==> src/sspp_pkg.sv <==
// Shared types and constants of the sensor stream packet parser.
// Used by the interfaces, the front decoder, the queue, the back parser and the top level.
package sspp_pkg;

  localparam int unsigned RemW    = 5;
  localparam int unsigned CfgIdxW = 4;
  localparam int unsigned CfgW    = 16;

  localparam logic [CfgIdxW-1:0] CFG_IDX_CLEAN_THR = CfgIdxW'(0);
  localparam logic [CfgIdxW-1:0] CFG_IDX_DOCK_THR  = CfgIdxW'(1);

  localparam logic signed [15:0] CLEAN_THR_RESET = -16'sd400;
  localparam logic signed [15:0] DOCK_THR_RESET  = -16'sd50;

  localparam logic [7:0] ID_GROUP_ALL    = 8'd0;
  localparam logic [7:0] ID_GROUP_BASIC  = 8'd1;
  localparam logic [7:0] ID_BUMPS        = 8'd7;
  localparam logic [7:0] ID_VWALL        = 8'd13;
  localparam logic [7:0] ID_DISTANCE     = 8'd19;
  localparam logic [7:0] ID_CHRG_STATE   = 8'd21;
  localparam logic [7:0] ID_VOLTAGE      = 8'd22;
  localparam logic [7:0] ID_CURRENT      = 8'd23;
  localparam logic [7:0] ID_CHARGE       = 8'd25;
  localparam logic [7:0] ID_CAPACITY     = 8'd26;
  localparam logic [7:0] ID_EXT          = 8'd128;

  localparam logic [RemW-1:0] LEN_GROUP_ALL   = RemW'(26);
  localparam logic [RemW-1:0] LEN_GROUP_BASIC = RemW'(10);
  localparam logic [RemW-1:0] LEN_ONE         = RemW'(1);
  localparam logic [RemW-1:0] LEN_TWO         = RemW'(2);

  typedef enum logic [2:0] {
    KIND_SKIP,
    KIND_DIST,
    KIND_CHRG_STATE,
    KIND_VOLT,
    KIND_CURR,
    KIND_CHARGE,
    KIND_CAP
  } kind_e;

  typedef struct packed {
    logic [7:0]      data_byte;
    logic            last_byte;
    logic            known;
    kind_e           kind;
    logic [RemW-1:0] len;
  } item_t;

  typedef struct packed {
    logic               packet_ok;
    logic signed [15:0] distance_mm;
    logic [7:0]         charging_state;
    logic [15:0]        voltage_mv;
    logic signed [15:0] current_ma;
    logic signed [15:0] charge_mah;
    logic [15:0]        capacity_mah;
    logic               is_cleaning;
    logic               is_docked;
  } result_t;

endpackage

==> src/sspp_if.sv <==
// Request channels of the sensor stream packet parser: byte input, result output, config write.
// Depends on sspp_pkg for widths.
interface sspp_in_if;
  logic       valid;
  logic       ready;
  logic [7:0] data_byte;
  logic       last_byte;

  modport source (output valid, output data_byte, output last_byte, input ready);
  modport sink (input valid, input data_byte, input last_byte, output ready);
endinterface

interface sspp_out_if;
  logic               valid;
  logic               ready;
  logic               packet_ok;
  logic signed [15:0] distance_mm;
  logic [7:0]         charging_state;
  logic [15:0]        voltage_mv;
  logic signed [15:0] current_ma;
  logic signed [15:0] charge_mah;
  logic [15:0]        capacity_mah;
  logic               is_cleaning;
  logic               is_docked;

  modport source (
    output valid, output packet_ok, output distance_mm, output charging_state,
    output voltage_mv, output current_ma, output charge_mah, output capacity_mah,
    output is_cleaning, output is_docked, input ready
  );
  modport sink (
    input valid, input packet_ok, input distance_mm, input charging_state,
    input voltage_mv, input current_ma, input charge_mah, input capacity_mah,
    input is_cleaning, input is_docked, output ready
  );
endinterface

interface sspp_cfg_if;
  logic                          valid;
  logic                          ready;
  logic [sspp_pkg::CfgIdxW-1:0]  index;
  logic [sspp_pkg::CfgW-1:0]     data;

  modport source (output valid, output index, output data, input ready);
  modport sink (input valid, input index, input data, output ready);
endinterface

==> src/sspp_front.sv <==
// Front decoder: accepts input bytes and classifies each as a possible sensor ID.
// Depends on sspp_pkg and sspp_in_if; feeds sspp_fifo.
module sspp_front (
  sspp_in_if.sink         in_i,
  input  logic            full_i,
  output logic            push_o,
  output sspp_pkg::item_t item_o
);

  assign in_i.ready = !full_i;
  assign push_o     = in_i.valid && !full_i;

  always_comb begin
    item_o.data_byte = in_i.data_byte;
    item_o.last_byte = in_i.last_byte;
    item_o.known     = 1'b1;
    item_o.kind      = sspp_pkg::KIND_SKIP;
    item_o.len       = '0;
    case (in_i.data_byte)
      sspp_pkg::ID_GROUP_ALL:   item_o.len = sspp_pkg::LEN_GROUP_ALL;
      sspp_pkg::ID_GROUP_BASIC: item_o.len = sspp_pkg::LEN_GROUP_BASIC;
      sspp_pkg::ID_BUMPS,
      sspp_pkg::ID_VWALL,
      sspp_pkg::ID_EXT:         item_o.len = sspp_pkg::LEN_ONE;
      sspp_pkg::ID_CHRG_STATE: begin
        item_o.len  = sspp_pkg::LEN_ONE;
        item_o.kind = sspp_pkg::KIND_CHRG_STATE;
      end
      sspp_pkg::ID_DISTANCE: begin
        item_o.len  = sspp_pkg::LEN_TWO;
        item_o.kind = sspp_pkg::KIND_DIST;
      end
      sspp_pkg::ID_VOLTAGE: begin
        item_o.len  = sspp_pkg::LEN_TWO;
        item_o.kind = sspp_pkg::KIND_VOLT;
      end
      sspp_pkg::ID_CURRENT: begin
        item_o.len  = sspp_pkg::LEN_TWO;
        item_o.kind = sspp_pkg::KIND_CURR;
      end
      sspp_pkg::ID_CHARGE: begin
        item_o.len  = sspp_pkg::LEN_TWO;
        item_o.kind = sspp_pkg::KIND_CHARGE;
      end
      sspp_pkg::ID_CAPACITY: begin
        item_o.len  = sspp_pkg::LEN_TWO;
        item_o.kind = sspp_pkg::KIND_CAP;
      end
      default: item_o.known = 1'b0;
    endcase
  end

endmodule

==> src/sspp_fifo.sv <==
// Short queue of classified bytes between the front decoder and the back parser.
// Depends on sspp_pkg for the entry type.
module sspp_fifo #(
  parameter int unsigned Depth = 2
) (
  input  logic            clk_i,
  input  logic            rst_ni,
  input  logic            push_i,
  input  sspp_pkg::item_t item_i,
  output logic            full_o,
  input  logic            pop_i,
  output logic            valid_o,
  output sspp_pkg::item_t item_o
);

  localparam int unsigned PtrW = (Depth > 1) ? $clog2(Depth) : 1;
  localparam int unsigned CntW = $clog2(Depth + 1);

  sspp_pkg::item_t mem_q [Depth];
  logic [PtrW-1:0] wr_q, wr_d;
  logic [PtrW-1:0] rd_q, rd_d;
  logic [CntW-1:0] cnt_q, cnt_d;

  assign full_o  = (cnt_q == CntW'(Depth));
  assign valid_o = (cnt_q != '0);
  assign item_o  = mem_q[rd_q];

  always_comb begin
    wr_d  = wr_q;
    rd_d  = rd_q;
    cnt_d = cnt_q;
    if (push_i) begin
      wr_d = (wr_q == PtrW'(Depth - 1)) ? '0 : wr_q + PtrW'(1);
    end
    if (pop_i) begin
      rd_d = (rd_q == PtrW'(Depth - 1)) ? '0 : rd_q + PtrW'(1);
    end
    if (push_i && !pop_i) begin
      cnt_d = cnt_q + CntW'(1);
    end else if (pop_i && !push_i) begin
      cnt_d = cnt_q - CntW'(1);
    end
  end

  always_ff @(posedge clk_i or negedge rst_ni) begin
    if (!rst_ni) begin
      wr_q  <= '0;
      rd_q  <= '0;
      cnt_q <= '0;
    end else begin
      wr_q  <= wr_d;
      rd_q  <= rd_d;
      cnt_q <= cnt_d;
    end
  end

  always_ff @(posedge clk_i) begin
    if (push_i) begin
      mem_q[wr_q] <= item_i;
    end
  end

  a_cnt_bound: assert property (@(posedge clk_i) disable iff (!rst_ni)
    cnt_q <= CntW'(Depth))
    else $error("queue count above depth");

  a_pop_nonempty: assert property (@(posedge clk_i) disable iff (!rst_ni)
    pop_i |-> cnt_q != '0)
    else $error("pop from empty queue");

  a_cnt_track: assert property (@(posedge clk_i) disable iff (!rst_ni)
    (push_i && !pop_i) |=> cnt_q == $past(cnt_q) + CntW'(1))
    else $error("queue count lost a push");

endmodule

==> src/sspp_back.sv <==
// Back parser: walks the sensor IDs and data bytes, captures values, builds the packet result.
// Depends on sspp_pkg and sspp_out_if; fed by sspp_fifo.
module sspp_back (
  input  logic               clk_i,
  input  logic               rst_ni,
  input  logic               valid_i,
  input  sspp_pkg::item_t    item_i,
  output logic               pop_o,
  input  logic signed [15:0] clean_thr_i,
  input  logic signed [15:0] dock_thr_i,
  sspp_out_if.source         out_o
);

  logic [sspp_pkg::RemW-1:0] rem_q, rem_d;
  sspp_pkg::kind_e           kind_q, kind_d;
  logic [7:0]                hi_q, hi_d;
  logic                      err_q, err_d;
  logic [15:0]               dist_q, dist_d;
  logic [7:0]                chrg_q, chrg_d;
  logic [15:0]               volt_q, volt_d;
  logic [15:0]               curr_q, curr_d;
  logic [15:0]               charge_q, charge_d;
  logic [15:0]               cap_q, cap_d;
  logic                      out_valid_q, out_valid_d;
  sspp_pkg::result_t         res_q, res_d;

  logic [15:0] word;
  logic        two;
  logic        ok;
  logic        cleaning;
  logic        docked;

  assign word = {hi_q, item_i.data_byte};
  assign two  = kind_q inside {sspp_pkg::KIND_DIST, sspp_pkg::KIND_VOLT, sspp_pkg::KIND_CURR,
                               sspp_pkg::KIND_CHARGE, sspp_pkg::KIND_CAP};
  assign pop_o = valid_i && (!item_i.last_byte || !out_valid_q || out_o.ready);

  always_comb begin
    rem_d       = rem_q;
    kind_d      = kind_q;
    hi_d        = hi_q;
    err_d       = err_q;
    dist_d      = dist_q;
    chrg_d      = chrg_q;
    volt_d      = volt_q;
    curr_d      = curr_q;
    charge_d    = charge_q;
    cap_d       = cap_q;
    out_valid_d = out_valid_q && !out_o.ready;
    res_d       = res_q;
    ok          = 1'b0;
    cleaning    = 1'b0;
    docked      = 1'b0;
    if (pop_o) begin
      if (!err_q) begin
        if (rem_q == '0) begin
          kind_d = item_i.kind;
          err_d  = !item_i.known;
          rem_d  = item_i.len;
        end else begin
          if (two && rem_q == sspp_pkg::LEN_TWO) begin
            hi_d = item_i.data_byte;
          end else if (two && rem_q == sspp_pkg::LEN_ONE) begin
            case (kind_q)
              sspp_pkg::KIND_DIST:   dist_d   = word;
              sspp_pkg::KIND_VOLT:   volt_d   = word;
              sspp_pkg::KIND_CURR:   curr_d   = word;
              sspp_pkg::KIND_CHARGE: charge_d = word;
              sspp_pkg::KIND_CAP:    cap_d    = word;
              default:               ;
            endcase
          end else if (kind_q == sspp_pkg::KIND_CHRG_STATE && rem_q == sspp_pkg::LEN_ONE) begin
            chrg_d = item_i.data_byte;
          end
          rem_d = rem_q - sspp_pkg::RemW'(1);
        end
      end
      if (item_i.last_byte) begin
        ok       = !err_d && (rem_d == '0);
        cleaning = $signed(curr_d) < clean_thr_i;
        docked   = !cleaning && ($signed(curr_d) > dock_thr_i);
        out_valid_d = 1'b1;
        res_d       = '0;
        if (ok) begin
          res_d.packet_ok      = 1'b1;
          res_d.distance_mm    = dist_d;
          res_d.charging_state = chrg_d;
          res_d.voltage_mv     = volt_d;
          res_d.current_ma     = curr_d;
          res_d.charge_mah     = charge_d;
          res_d.capacity_mah   = cap_d;
          res_d.is_cleaning    = cleaning;
          res_d.is_docked      = docked;
        end
        rem_d    = '0;
        kind_d   = sspp_pkg::KIND_SKIP;
        hi_d     = '0;
        err_d    = 1'b0;
        dist_d   = '0;
        chrg_d   = '0;
        volt_d   = '0;
        curr_d   = '0;
        charge_d = '0;
        cap_d    = '0;
      end
    end
  end

  always_ff @(posedge clk_i or negedge rst_ni) begin
    if (!rst_ni) begin
      rem_q       <= '0;
      kind_q      <= sspp_pkg::KIND_SKIP;
      hi_q        <= '0;
      err_q       <= 1'b0;
      dist_q      <= '0;
      chrg_q      <= '0;
      volt_q      <= '0;
      curr_q      <= '0;
      charge_q    <= '0;
      cap_q       <= '0;
      out_valid_q <= 1'b0;
    end else begin
      rem_q       <= rem_d;
      kind_q      <= kind_d;
      hi_q        <= hi_d;
      err_q       <= err_d;
      dist_q      <= dist_d;
      chrg_q      <= chrg_d;
      volt_q      <= volt_d;
      curr_q      <= curr_d;
      charge_q    <= charge_d;
      cap_q       <= cap_d;
      out_valid_q <= out_valid_d;
    end
  end

  always_ff @(posedge clk_i) begin
    res_q <= res_d;
  end

  assign out_o.valid          = out_valid_q;
  assign out_o.packet_ok      = res_q.packet_ok;
  assign out_o.distance_mm    = res_q.distance_mm;
  assign out_o.charging_state = res_q.charging_state;
  assign out_o.voltage_mv     = res_q.voltage_mv;
  assign out_o.current_ma     = res_q.current_ma;
  assign out_o.charge_mah     = res_q.charge_mah;
  assign out_o.capacity_mah   = res_q.capacity_mah;
  assign out_o.is_cleaning    = res_q.is_cleaning;
  assign out_o.is_docked      = res_q.is_docked;

  a_clear_after_last: assert property (@(posedge clk_i) disable iff (!rst_ni)
    (pop_o && item_i.last_byte) |=> (rem_q == '0) && !err_q && (curr_q == '0))
    else $error("parse state not cleared after last byte");

  a_bad_is_zero: assert property (@(posedge clk_i) disable iff (!rst_ni)
    (out_valid_q && !res_q.packet_ok) |->
      (res_q.distance_mm == '0) && (res_q.current_ma == '0) &&
      !res_q.is_cleaning && !res_q.is_docked)
    else $error("bad packet carries nonzero fields");

  a_flags_exclusive: assert property (@(posedge clk_i) disable iff (!rst_ni)
    out_valid_q |-> !(res_q.is_cleaning && res_q.is_docked))
    else $error("cleaning and docked both set");

endmodule

==> src/sensor_stream_packet_parser.sv <==
// Sensor stream packet parser, top level: config registers, front decoder, queue, back parser.
// Depends on sspp_pkg, sspp_if, sspp_front, sspp_fifo and sspp_back.
//
// Usage: in_i carries one packet byte per request, with last_byte set on the final byte.
// Each byte not inside an open field is a sensor ID; its length decides how many data bytes
// follow. One result request leaves on out_o for every last byte and none otherwise.
// cfg_i writes the cleaning threshold (index 0) and docked threshold (index 1); other
// indexes are dropped. cfg_i is always ready.
// Throughput: one byte per cycle unless a waiting result on out_o holds the flow (see Stall),
// set by the parse step in the back parser. Path: with the queue empty, an accepted last byte
// is first written into the queue; the back parser then takes it and moves its result into
// the output register, from which out_o presents it.
// Reset: parse state and captured values clear, thresholds return to -400 and -50 mA.
// Stall: a waiting result holds in the output register; bytes keep flowing until the next
// last byte reaches the parser, then the queue fills and in_i.ready drops.
module sensor_stream_packet_parser #(
  parameter int unsigned FifoDepth = 2
) (
  input  logic       clk_i,
  input  logic       rst_ni,
  sspp_in_if.sink    in_i,
  sspp_out_if.source out_o,
  sspp_cfg_if.sink   cfg_i
);

  logic signed [15:0] clean_thr_q;
  logic signed [15:0] dock_thr_q;

  logic            push;
  logic            full;
  logic            pop;
  logic            q_valid;
  sspp_pkg::item_t front_item;
  sspp_pkg::item_t q_item;

  assign cfg_i.ready = 1'b1;

  always_ff @(posedge clk_i or negedge rst_ni) begin
    if (!rst_ni) begin
      clean_thr_q <= sspp_pkg::CLEAN_THR_RESET;
      dock_thr_q  <= sspp_pkg::DOCK_THR_RESET;
    end else if (cfg_i.valid) begin
      if (cfg_i.index == sspp_pkg::CFG_IDX_CLEAN_THR) begin
        clean_thr_q <= $signed(cfg_i.data[15:0]);
      end else if (cfg_i.index == sspp_pkg::CFG_IDX_DOCK_THR) begin
        dock_thr_q <= $signed(cfg_i.data[15:0]);
      end
    end
  end

  sspp_front u_front (
    .in_i   (in_i),
    .full_i (full),
    .push_o (push),
    .item_o (front_item)
  );

  sspp_fifo #(
    .Depth (FifoDepth)
  ) u_fifo (
    .clk_i   (clk_i),
    .rst_ni  (rst_ni),
    .push_i  (push),
    .item_i  (front_item),
    .full_o  (full),
    .pop_i   (pop),
    .valid_o (q_valid),
    .item_o  (q_item)
  );

  sspp_back u_back (
    .clk_i       (clk_i),
    .rst_ni      (rst_ni),
    .valid_i     (q_valid),
    .item_i      (q_item),
    .pop_o       (pop),
    .clean_thr_i (clean_thr_q),
    .dock_thr_i  (dock_thr_q),
    .out_o       (out_o)
  );

endmodule

==> src/flat_wrapper.sv <==
// flat-port wrapper written by rule: the top's interface ports become plain ports
module sensor_stream_packet_parser_flat 
#(
  parameter int unsigned FifoDepth = 2
)
  (clk_i, rst_ni, in_i_valid, in_i_data_byte, in_i_last_byte, in_i_ready, out_o_valid, out_o_packet_ok, out_o_distance_mm, out_o_charging_state, out_o_voltage_mv, out_o_current_ma, out_o_charge_mah, out_o_capacity_mah, out_o_is_cleaning, out_o_is_docked, out_o_ready, cfg_i_valid, cfg_i_index, cfg_i_data, cfg_i_ready);
  sspp_in_if in_i_i ();
  sspp_out_if out_o_i ();
  sspp_cfg_if cfg_i_i ();
  input  logic clk_i;
  input  logic rst_ni;
  input wire logic [$bits(in_i_i.valid)-1:0] in_i_valid;
  input wire logic [$bits(in_i_i.data_byte)-1:0] in_i_data_byte;
  input wire logic [$bits(in_i_i.last_byte)-1:0] in_i_last_byte;
  output wire logic [$bits(in_i_i.ready)-1:0] in_i_ready;
  output wire logic [$bits(out_o_i.valid)-1:0] out_o_valid;
  output wire logic [$bits(out_o_i.packet_ok)-1:0] out_o_packet_ok;
  output wire logic [$bits(out_o_i.distance_mm)-1:0] out_o_distance_mm;
  output wire logic [$bits(out_o_i.charging_state)-1:0] out_o_charging_state;
  output wire logic [$bits(out_o_i.voltage_mv)-1:0] out_o_voltage_mv;
  output wire logic [$bits(out_o_i.current_ma)-1:0] out_o_current_ma;
  output wire logic [$bits(out_o_i.charge_mah)-1:0] out_o_charge_mah;
  output wire logic [$bits(out_o_i.capacity_mah)-1:0] out_o_capacity_mah;
  output wire logic [$bits(out_o_i.is_cleaning)-1:0] out_o_is_cleaning;
  output wire logic [$bits(out_o_i.is_docked)-1:0] out_o_is_docked;
  input wire logic [$bits(out_o_i.ready)-1:0] out_o_ready;
  input wire logic [$bits(cfg_i_i.valid)-1:0] cfg_i_valid;
  input wire logic [$bits(cfg_i_i.index)-1:0] cfg_i_index;
  input wire logic [$bits(cfg_i_i.data)-1:0] cfg_i_data;
  output wire logic [$bits(cfg_i_i.ready)-1:0] cfg_i_ready;
  assign in_i_i.valid = in_i_valid;
  assign in_i_i.data_byte = in_i_data_byte;
  assign in_i_i.last_byte = in_i_last_byte;
  assign in_i_ready = in_i_i.ready;
  assign out_o_valid = out_o_i.valid;
  assign out_o_packet_ok = out_o_i.packet_ok;
  assign out_o_distance_mm = out_o_i.distance_mm;
  assign out_o_charging_state = out_o_i.charging_state;
  assign out_o_voltage_mv = out_o_i.voltage_mv;
  assign out_o_current_ma = out_o_i.current_ma;
  assign out_o_charge_mah = out_o_i.charge_mah;
  assign out_o_capacity_mah = out_o_i.capacity_mah;
  assign out_o_is_cleaning = out_o_i.is_cleaning;
  assign out_o_is_docked = out_o_i.is_docked;
  assign out_o_i.ready = out_o_ready;
  assign cfg_i_i.valid = cfg_i_valid;
  assign cfg_i_i.index = cfg_i_index;
  assign cfg_i_i.data = cfg_i_data;
  assign cfg_i_ready = cfg_i_i.ready;
  sensor_stream_packet_parser #(.FifoDepth(FifoDepth)) u_core (.clk_i(clk_i), .rst_ni(rst_ni), .in_i(in_i_i), .out_o(out_o_i), .cfg_i(cfg_i_i));
endmodule
==> config.mk <==
export PLATFORM = sky130hd
export DESIGN_NAME = sensor_stream_packet_parser_flat
export DESIGN_NICKNAME = d
export VERILOG_FILES = /design/src/sspp_pkg.sv /design/src/sspp_if.sv /design/src/sspp_front.sv /design/src/sspp_fifo.sv /design/src/sspp_back.sv /design/src/sensor_stream_packet_parser.sv /design/src/flat_wrapper.sv
export SDC_FILE = /design/constraint.sdc
export NUM_CORES = 1
export LEC_CHECK = 0
export BUFFER_PORTS_ARGS = -buffer_cell sky130_fd_sc_hd__buf_2
export CAP_MARGIN = 0
export CORE_ASPECT_RATIO = 0.5
export CORE_MARGIN = 4
export CORE_UTILIZATION = 55
export CTS_BUF_LIST = sky130_fd_sc_hd__clkbuf_4 sky130_fd_sc_hd__clkbuf_8
export DETAILED_ROUTE_END_ITERATION = 16
export HOLD_SLACK_MARGIN = 0.05
export PLACE_DENSITY = 0.75
export SYNTH_ARGS = -nofsm -noshare
export SYNTH_HDL_FRONTEND = slang
export SYNTH_SLANG_ARGS = --single-unit
==> constraint.sdc <==
create_clock -name clk_i -period 7.3 [get_ports clk_i]
set_input_delay 1.095 -clock clk_i [delete_from_list [all_inputs] [get_ports clk_i]]
set_output_delay 1.095 -clock clk_i [all_outputs]
set_load 0.02 [all_outputs]
-- After elaboration in Yosys (flattened, before gate mapping)
Memory sizes are Yosys's and may differ from the RTL's.
Index checks and enable logic that the tools add are counted.
- add/sub/neg operators: 5
- order comparisons: 2
- eq/ne operators: 22
- multiplexer cells: 64
- bitwise logic cells: 1
- reduce and logical (&&, ||, !) cells: 38
- operators with widths (operator ; number):
    2-to-1 mux 16 bit ; 31
    2-to-1 mux 91 bit ; 1
    2-to-1 mux 8 bit ; 10
    == test 8 x 5 -> 1 bit, second input constant ; 6
    2-to-1 mux 5 bit ; 4
    one-hot mux 5 bit (4 select lines) ; 1
    one-hot mux 3 bit (6 select lines) ; 1
    greater-than comparator 16 bit ; 1
    < comparator 16 bit ; 1
    2-to-1 mux 1 bit ; 11
    OR reduction 11 bit ; 1
    logical AND 1 bit ; 10
    zero test 5 bit ; 2
    == test 3 bit, second input constant ; 3
    zero test 1 bit ; 9
    2-to-1 mux 3 bit ; 3
    == test 8 x 1 -> 1 bit, second input constant ; 1
    == test 8 x 3 -> 1 bit, second input constant ; 1
    == test 8 x 4 -> 1 bit, second input constant ; 1
    == test 8 bit, second input constant ; 1
    zero test 8 bit ; 1
    nonzero test 2 bit ; 4
    == test 3 x 2 -> 1 bit, second input constant ; 2
    AND reduction 3 bit ; 2
    19 further kinds ; 24
- register bits: 233
- memory bits (writable): 36
- bits of input ports: 34
- output and inout port bits: 94
- word-level logic and storage cells: 158
- memories: 1
- memories (memory ; words ; width ; read ports ; clocked after Yosys merged registers in ; write ports ; RTL line ; text):
    u_core.u_fifo.mem_q ; 2 ; 18 ; 1 ; 0 ; 1 ; sspp_fifo.sv:19 ; sspp_pkg::item_t mem_q [Depth];

-- Longest topological paths before layout
- depth after elaboration: 12
- depth in mapped cells: 16
- mapped depth without buffers: 14

-- Hierarchy
A second synthesis with hierarchy kept.
- cell total of the unflattened synthesis: 996
- area, all modules: 12366.9 sq um
- by module, submodules not included (module ; instances ; cells each ; area each (sq um) ; seq. area each (sq um)):
    sspp_back ; 1 ; 795 ; 9138.8 ; 5385.2
    sspp_fifo ; 1 ; 72 ; 1537.7 ; 1181.1
    sensor_stream_packet_parser ; 1 ; 72 ; 1317.5 ; 829.5
    sspp_front ; 1 ; 57 ; 372.9 ; 0.0

-- Least setup slack after synthesis
No wires, ideal clock.
- path type: input port to flip-flop
- start point: input port out_o_ready
- end point: register u_core.u_back.res_q, in the netlist u_core.u_back.out_o.capacity_mah[0] (enable)
- setup time: 543 ps
- data arrival time: 5371 ps
- path slack: 1387 ps
- stages: 5
- buffers on the path: 1
- cells stage by stage: nand2b_1 -> o22a_1 -> buf_2 -> inv_2 -> nor2_1
- cells in the longest elaborated chain, start to end: 3
- RTL lines (what ; RTL line ; text):
    from (decl) ; flat_wrapper.sv:26 ; input wire logic [$bits(out_o_i.ready)-1:0] out_o_ready;
    logical OR 1 bit ; sspp_back.sv:36 ; assign pop_o = valid_i && (!item_i.last_byte || !out_valid_q || out_o.ready);
    logical AND 1 bit ; sspp_back.sv:36 ;
    AND reduction 2 bit (no source line) ; - ;
    to (signal assigned) ; sspp_back.sv:138 ; res_q <= res_d;
    to (decl) ; sspp_back.sv:25 ; sspp_pkg::result_t res_q, res_d;
No other way between the ends.
A chain may end at the register's enable or synchronous reset.

-- Worst setup path after layout
- start point: register u_core.u_back.rem_q[0] (netlist bit)
- end point: register u_core.u_back.res_q, in the netlist u_core.u_back.out_o.is_docked (data pin)
- cells in the longest elaborated chain, start to end: 10
- elaborated cells between the ends (all ways): 24
- those cells by class: add/sub: 1; order compare: 2; eq/ne: 2; mux: 11; reduce/logical: 8
- RTL lines (what ; RTL line ; text):
    from (decl) ; sspp_back.sv:14 ; logic [sspp_pkg::RemW-1:0] rem_q, rem_d;
    from (signal assigned) ; sspp_back.sv:123 ; rem_q <= rem_d;
    == test 5 x 1 -> 1 bit ; sspp_back.sv:63 ; end else if (two && rem_q == sspp_pkg::LEN_ONE) begin
    logical AND 1 bit ; sspp_back.sv:63 ;
    2-to-1 mux 16 bit ; sspp_back.sv:63 ;
    2-to-1 mux 16 bit ; sspp_back.sv:61 ; if (two && rem_q == sspp_pkg::LEN_TWO) begin
    2-to-1 mux 16 bit ; sspp_back.sv:56 ; if (rem_q == '0) begin
    2-to-1 mux 16 bit ; sspp_back.sv:55 ; if (!err_q) begin
    2-to-1 mux 16 bit ; sspp_back.sv:54 ; if (pop_o) begin
    < comparator 16 bit ; sspp_back.sv:80 ; cleaning = $signed(curr_d) < clean_thr_i;
    zero test 1 bit ; sspp_back.sv:81 ; docked = !cleaning && ($signed(curr_d) > dock_thr_i);
    logical AND 1 bit ; sspp_back.sv:81 ;
Parallel ways exist; a longest one is shown, timed or not. The select of a mux whose other input is x is not followed.

==> flow_summary.html <==
<table>
<tr><th>Metric</th><th>Value</th></tr>
<tr><th colspan="2">Timing</th></tr>
<tr><td>Max Fclk</td><td>212.9 MHz</td></tr>
<tr><td>Slew at the pin with the worst max-slew slack</td><td>1243 ps</td></tr>
<tr><td>Final critical path time including I/O delays and setup</td><td>4697 ps</td></tr>
<tr><td>Final Cycle Share</td><td>0.6435</td></tr>
<tr><td>Final Hold Fails</td><td>0</td></tr>
<tr><td>Max-slew violation count</td><td>0</td></tr>
<tr><td>Count of endpoints failing setup in the final report</td><td>0</td></tr>
<tr><td>PnR worst setup slack</td><td>2603 ps</td></tr>
<tr><td>Total negative setup slack</td><td>0 ps</td></tr>
<tr><td>Clock Skew</td><td>21.96 ps</td></tr>
<tr><td>Tightest slew margin relative to the limit</td><td>0.1659</td></tr>
<tr><td>RSZ-0062 raised after global routing</td><td>false</td></tr>
<tr><th colspan="2">Synth</th></tr>
<tr><td>Flip-flop cell with the highest count after synthesis</td><td>sky130_fd_sc_hd__edfxtp_1</td></tr>
<tr><td>Number of warnings issued by yosys</td><td>0</td></tr>
<tr><td>Proportion of synthesized chip area in sequential cells</td><td>0.6091</td></tr>
<tr><td>Fraction of registers with async set or reset after synthesis</td><td>0.5318</td></tr>
<tr><td>Post-synthesis cell area</td><td>12040 sq um</td></tr>
<tr><td>Number of distinct standard cells referenced by the synthesized netlist</td><td>58</td></tr>
<tr><td>Number of synthesized register bits</td><td>267</td></tr>
<tr><td>Mapped Nets</td><td>1178</td></tr>
<tr><td>Post-synth EDFFs</td><td>125</td></tr>
<tr><td>Average cell area after synthesis</td><td>10.87 sq um</td></tr>
<tr><td>Number of instances in the synthesized netlist</td><td>1108</td></tr>
<tr><th colspan="2">Route</th></tr>
<tr><td>Detailed-router iteration count before antenna repair</td><td>5</td></tr>
<tr><td>Number of routed nets with antenna violations</td><td>0</td></tr>
<tr><td>Drt via density</td><td>5.733</td></tr>
<tr><td>DRC Markers</td><td>0</td></tr>
<tr><td>Wire length per cell</td><td>19.73 microns</td></tr>
<tr><td>Total via count in the routed design</td><td>8874</td></tr>
<tr><td>DRT Wirelength</td><td>30.55 mm</td></tr>
<tr><td>Initial detailed-routing violation count</td><td>915</td></tr>
<tr><th colspan="2">Global route</th></tr>
<tr><td>Largest net degree at the start of global routing</td><td>92</td></tr>
<tr><td>Number of antenna violations at the first check in global routing</td><td>0</td></tr>
<tr><td>Via count of the first global-routing pass</td><td>8885</td></tr>
<tr><td>First-pass GRT wire length</td><td>48.73 mm</td></tr>
<tr><td>GRT Total Usage</td><td>0.2499</td></tr>
<tr><td>Overflow left after global routing</td><td>0</td></tr>
<tr><th colspan="2">Finish</th></tr>
<tr><td>Area Growth Syn to Fin</td><td>13.90%</td></tr>
<tr><td>Net count, final</td><td>1296</td></tr>
<tr><td>Commonest cells after routing, fill and taps aside</td><td>sky130_fd_sc_hd__nand2_1 (201), sky130_fd_sc_hd__buf_2 (125), sky130_fd_sc_hd__edfxtp_1 (125)</td></tr>
<tr><td>Most frequent standard cell in the layout excluding fill and tap cells</td><td>sky130_fd_sc_hd__nand2_1</td></tr>
<tr><td>Largest reg by FF count</td><td>u_core.u_fifo.mem_q</td></tr>
<tr><td>Share of cells above drive strength 1</td><td>0.2174</td></tr>
<tr><td>Max FFs per register</td><td>34</td></tr>
<tr><td>Fill cell total of the finished layout</td><td>1668</td></tr>
<tr><td>Number of antenna diodes</td><td>0</td></tr>
<tr><td>Utilization after layout</td><td>0.6527</td></tr>
<tr><th colspan="2">Floorplanning</th></tr>
<tr><td>Starting utilization of the core area</td><td>0.5730</td></tr>
<tr><td>Full die area</td><td>24470 sq um</td></tr>
<tr><td>Std-Cell Rows</td><td>37</td></tr>
<tr><td>Floorplan die height</td><td>112.6 microns</td></tr>
<tr><td>Die X</td><td>217.3 microns</td></tr>
<tr><td>Area of the core</td><td>21020 sq um</td></tr>
<tr><td>Number of top-level pins</td><td>128</td></tr>
<tr><th colspan="2">Clock tree</th></tr>
<tr><td>CTS resizes</td><td>0</td></tr>
<tr><td>Post-CTS repair timing setup buffer count</td><td>0</td></tr>
<tr><td>Clk sinks</td><td>267</td></tr>
<tr><td>Clock-pin transition on the worst setup and hold timing paths</td><td>70 ps</td></tr>
<tr><td>Number of buffers on the longest clock path</td><td>3</td></tr>
<tr><td>CTS tree</td><td>built</td></tr>
<tr><td>Later-pin clock latency in the skew report</td><td>530 ps</td></tr>
<tr><td>H-tree level count</td><td>2</td></tr>
<tr><td>Clock tree root driver cell</td><td>sky130_fd_sc_hd__clkbuf_8</td></tr>
<tr><td>Number of CTS-inserted buffers</td><td>38</td></tr>
<tr><td>Hold buffer count at CTS</td><td>0</td></tr>
<tr><th colspan="2">Outcome</th></tr>
<tr><td>Status</td><td>completed</td></tr>
<tr><th colspan="2">Critical path</th></tr>
<tr><td>Worst Path Required</td><td>7510 ps</td></tr>
<tr><td>Critical path class</td><td>reg -&gt; reg</td></tr>
<tr><td>Arrival time of the worst setup path</td><td>4910 ps</td></tr>
<tr><td>CP max FO</td><td>23</td></tr>
<tr><td>Startpoint types</td><td>flop</td></tr>
<tr><td>Endpoint class of the critical path</td><td>flop</td></tr>
<tr><th colspan="2">Placed design</th></tr>
<tr><td>Post-DP HPWL</td><td>21.35 mm</td></tr>
<tr><td>Pre-CTS setup slack</td><td>2742 ps</td></tr>
<tr><td>Global placer's final weighted congestion</td><td>0.9354</td></tr>
<tr><td>IO buf count</td><td>126</td></tr>
<tr><th colspan="2">Power and ir drop</th></tr>
<tr><td>Leakage Power</td><td>5.666 nW</td></tr>
<tr><td>Power density relative to cell area</td><td>363.4 nW/um^2</td></tr>
<tr><td>Peak supply drop</td><td>0.2175 mV</td></tr>
<tr><th colspan="2">Run</th></tr>
<tr><td>Max-cap violations</td><td>0</td></tr>
<tr><th colspan="2">Worst hold path</th></tr>
<tr><td>Type of the most critical hold path</td><td>reg -&gt; reg</td></tr>
</table>
[synthesized netlist by cell type, types with 2 or more instances]
| cell type | count | area, sq um |
|---|---|---|
| sky130_fd_sc_hd__nand3b_1 | 3 | 22.52 |
| sky130_fd_sc_hd__o21ai_0 | 107 | 535.5 |
| sky130_fd_sc_hd__a22o_1 | 28 | 245.2 |
| sky130_fd_sc_hd__o21a_1 | 3 | 22.52 |
| sky130_fd_sc_hd__nor2_1 | 100 | 375.4 |
| sky130_fd_sc_hd__or4_1 | 2 | 15.01 |
| sky130_fd_sc_hd__nand2_1 | 201 | 754.5 |
| sky130_fd_sc_hd__nor3_2 | 4 | 40.04 |
| sky130_fd_sc_hd__a21o_1 | 4 | 30.03 |
| sky130_fd_sc_hd__xnor2_1 | 6 | 52.55 |
| sky130_fd_sc_hd__inv_1 | 42 | 157.7 |
| sky130_fd_sc_hd__mux2_2 | 24 | 270.3 |
| sky130_fd_sc_hd__a21oi_1 | 60 | 300.3 |
| sky130_fd_sc_hd__mux2i_1 | 25 | 250.2 |
| sky130_fd_sc_hd__edfxtp_1 | 125 | 3754 |
| sky130_fd_sc_hd__a31oi_1 | 3 | 18.77 |
| sky130_fd_sc_hd__and4_1 | 2 | 17.52 |
| sky130_fd_sc_hd__dfrtp_1 | 119 | 2978 |
| sky130_fd_sc_hd__or3_1 | 6 | 37.54 |
| sky130_fd_sc_hd__nand4_1 | 7 | 43.79 |
| sky130_fd_sc_hd__o22ai_1 | 3 | 18.77 |
| sky130_fd_sc_hd__nor3b_1 | 2 | 15.01 |
| sky130_fd_sc_hd__nand2b_1 | 7 | 43.79 |
| sky130_fd_sc_hd__dfstp_2 | 23 | 604.3 |
| sky130_fd_sc_hd__nor4_1 | 3 | 18.77 |
| sky130_fd_sc_hd__or3b_2 | 2 | 17.52 |
| sky130_fd_sc_hd__nor2b_1 | 12 | 75.07 |
| sky130_fd_sc_hd__buf_1 | 9 | 33.78 |
| sky130_fd_sc_hd__buf_2 | 13 | 65.06 |
| sky130_fd_sc_hd__clkbuf_2 | 2 | 10.01 |
| sky130_fd_sc_hd__a2111oi_0 | 2 | 17.52 |
| sky130_fd_sc_hd__ha_1 | 36 | 450.4 |
| sky130_fd_sc_hd__nand3_1 | 13 | 65.06 |
| sky130_fd_sc_hd__nor3_1 | 9 | 45.04 |
| sky130_fd_sc_hd__xor2_1 | 3 | 26.28 |
| sky130_fd_sc_hd__clkbuf_1 | 40 | 150.1 |
| sky130_fd_sc_hd__o31ai_1 | 5 | 37.54 |
| sky130_fd_sc_hd__a211oi_1 | 28 | 210.2 |
| sky130_fd_sc_hd__o21ai_1 | 6 | 30.03 |
[worst max-delay path, stage by stage (launching register included)]
cell	delay [ps]
sky130_fd_sc_hd__dfrtp_1	380
sky130_fd_sc_hd__inv_1	120
sky130_fd_sc_hd__ha_1	340
sky130_fd_sc_hd__or3b_2	510
sky130_fd_sc_hd__nor3_1	230
sky130_fd_sc_hd__nand2_1	520
sky130_fd_sc_hd__nand2_1	240
sky130_fd_sc_hd__o21ai_0	210
sky130_fd_sc_hd__ha_1	400
sky130_fd_sc_hd__o21ai_0	90
sky130_fd_sc_hd__a2111oi_0	570
sky130_fd_sc_hd__o311ai_1	190
sky130_fd_sc_hd__nand3_1	150
sky130_fd_sc_hd__mux2_4	310
sky130_fd_sc_hd__nor4bb_1	140
[layer usage]
layer | vias to the layer above | wire (microns) | global-route usage
met3 | 47 | 2612 | 0.06600
met2 | 336 | 13760 | 0.3822
met1 | 4361 | 13660 | 0.3616
met4 | 0 | 512 | 0.05927
met5 | - | 0 | 0
li1 | 4130 | - | -
[kinds of logic after synthesis]
family | after synthesis | synth area share
simple gates | 379 | 0.1381
flops | 267 | 0.6091
compound gates | 257 | 0.1277
buf+inv | 109 | 0.03646
mux | 50 | 0.04446
fa+ha+maj | 36 | 0.03740
xor+xnor | 9 | 0.006545
other cells | 1 | 0.0003114
[final cells by class]
class / count / area (sq um) / share of cell area
Sequential cell: 267 / 7336 / 0.5347
Multi-Input combinational cell: 732 / 4290 / 0.3127
Clock buffer: 68 / 785.8 / 0.05728
Timing Repair Buffer: 144 / 772.0 / 0.05627
Tap cell: 292 / 365.4 / 0.02663
Inverter: 43 / 161.4 / 0.01177
Clock inverter: 2 / 7.507 / 0.0005472
[final timing paths]
path | from | endpoint | slack, ps | cells past startpoint
min in group asynchronous | rst_ni | u_core.u_back.dist_q[7] | 580 | 1
worst min-delay path | u_core.u_back.volt_q[13] | u_core.u_back.volt_q[13] | 480 | 2
worst min register to register | u_core.u_back.volt_q[13] | u_core.u_back.volt_q[13] | 480 | 2
max in group asynchronous | rst_ni | u_core.clean_thr_q[8] | 5360 | 2
worst max-delay path | u_core.u_back.rem_q[0] | u_core.u_back.out_o.is_docked | 2600 | 14
worst max register to register | u_core.u_back.rem_q[0] | u_core.u_back.out_o.is_docked | 2600 | 14
[per-stage QoR]
step	instance area [sq um]	power, mW	hold slack [ps]	std cells
2_1_floorplan	12040	3.213	449.2	1108
3_3_place_gp	12920	3.734	461.8	1478
3_5_place_dp	12920	3.772	469.5	1478
4_1_cts	13720	5.000	482.7	1548
5_1_grt	13720	5.249	502.3	1548
6_report	13720	4.985	479.9	1548
[report_power, final]
part	internal, mW	total, mW	switching [mW]
clock	0.671	1.23	0.557
sequential	2.00	2.16	0.166
combinational	0.437	1.59	1.15
No activity file was read; power rests on OpenSTA's default activity.
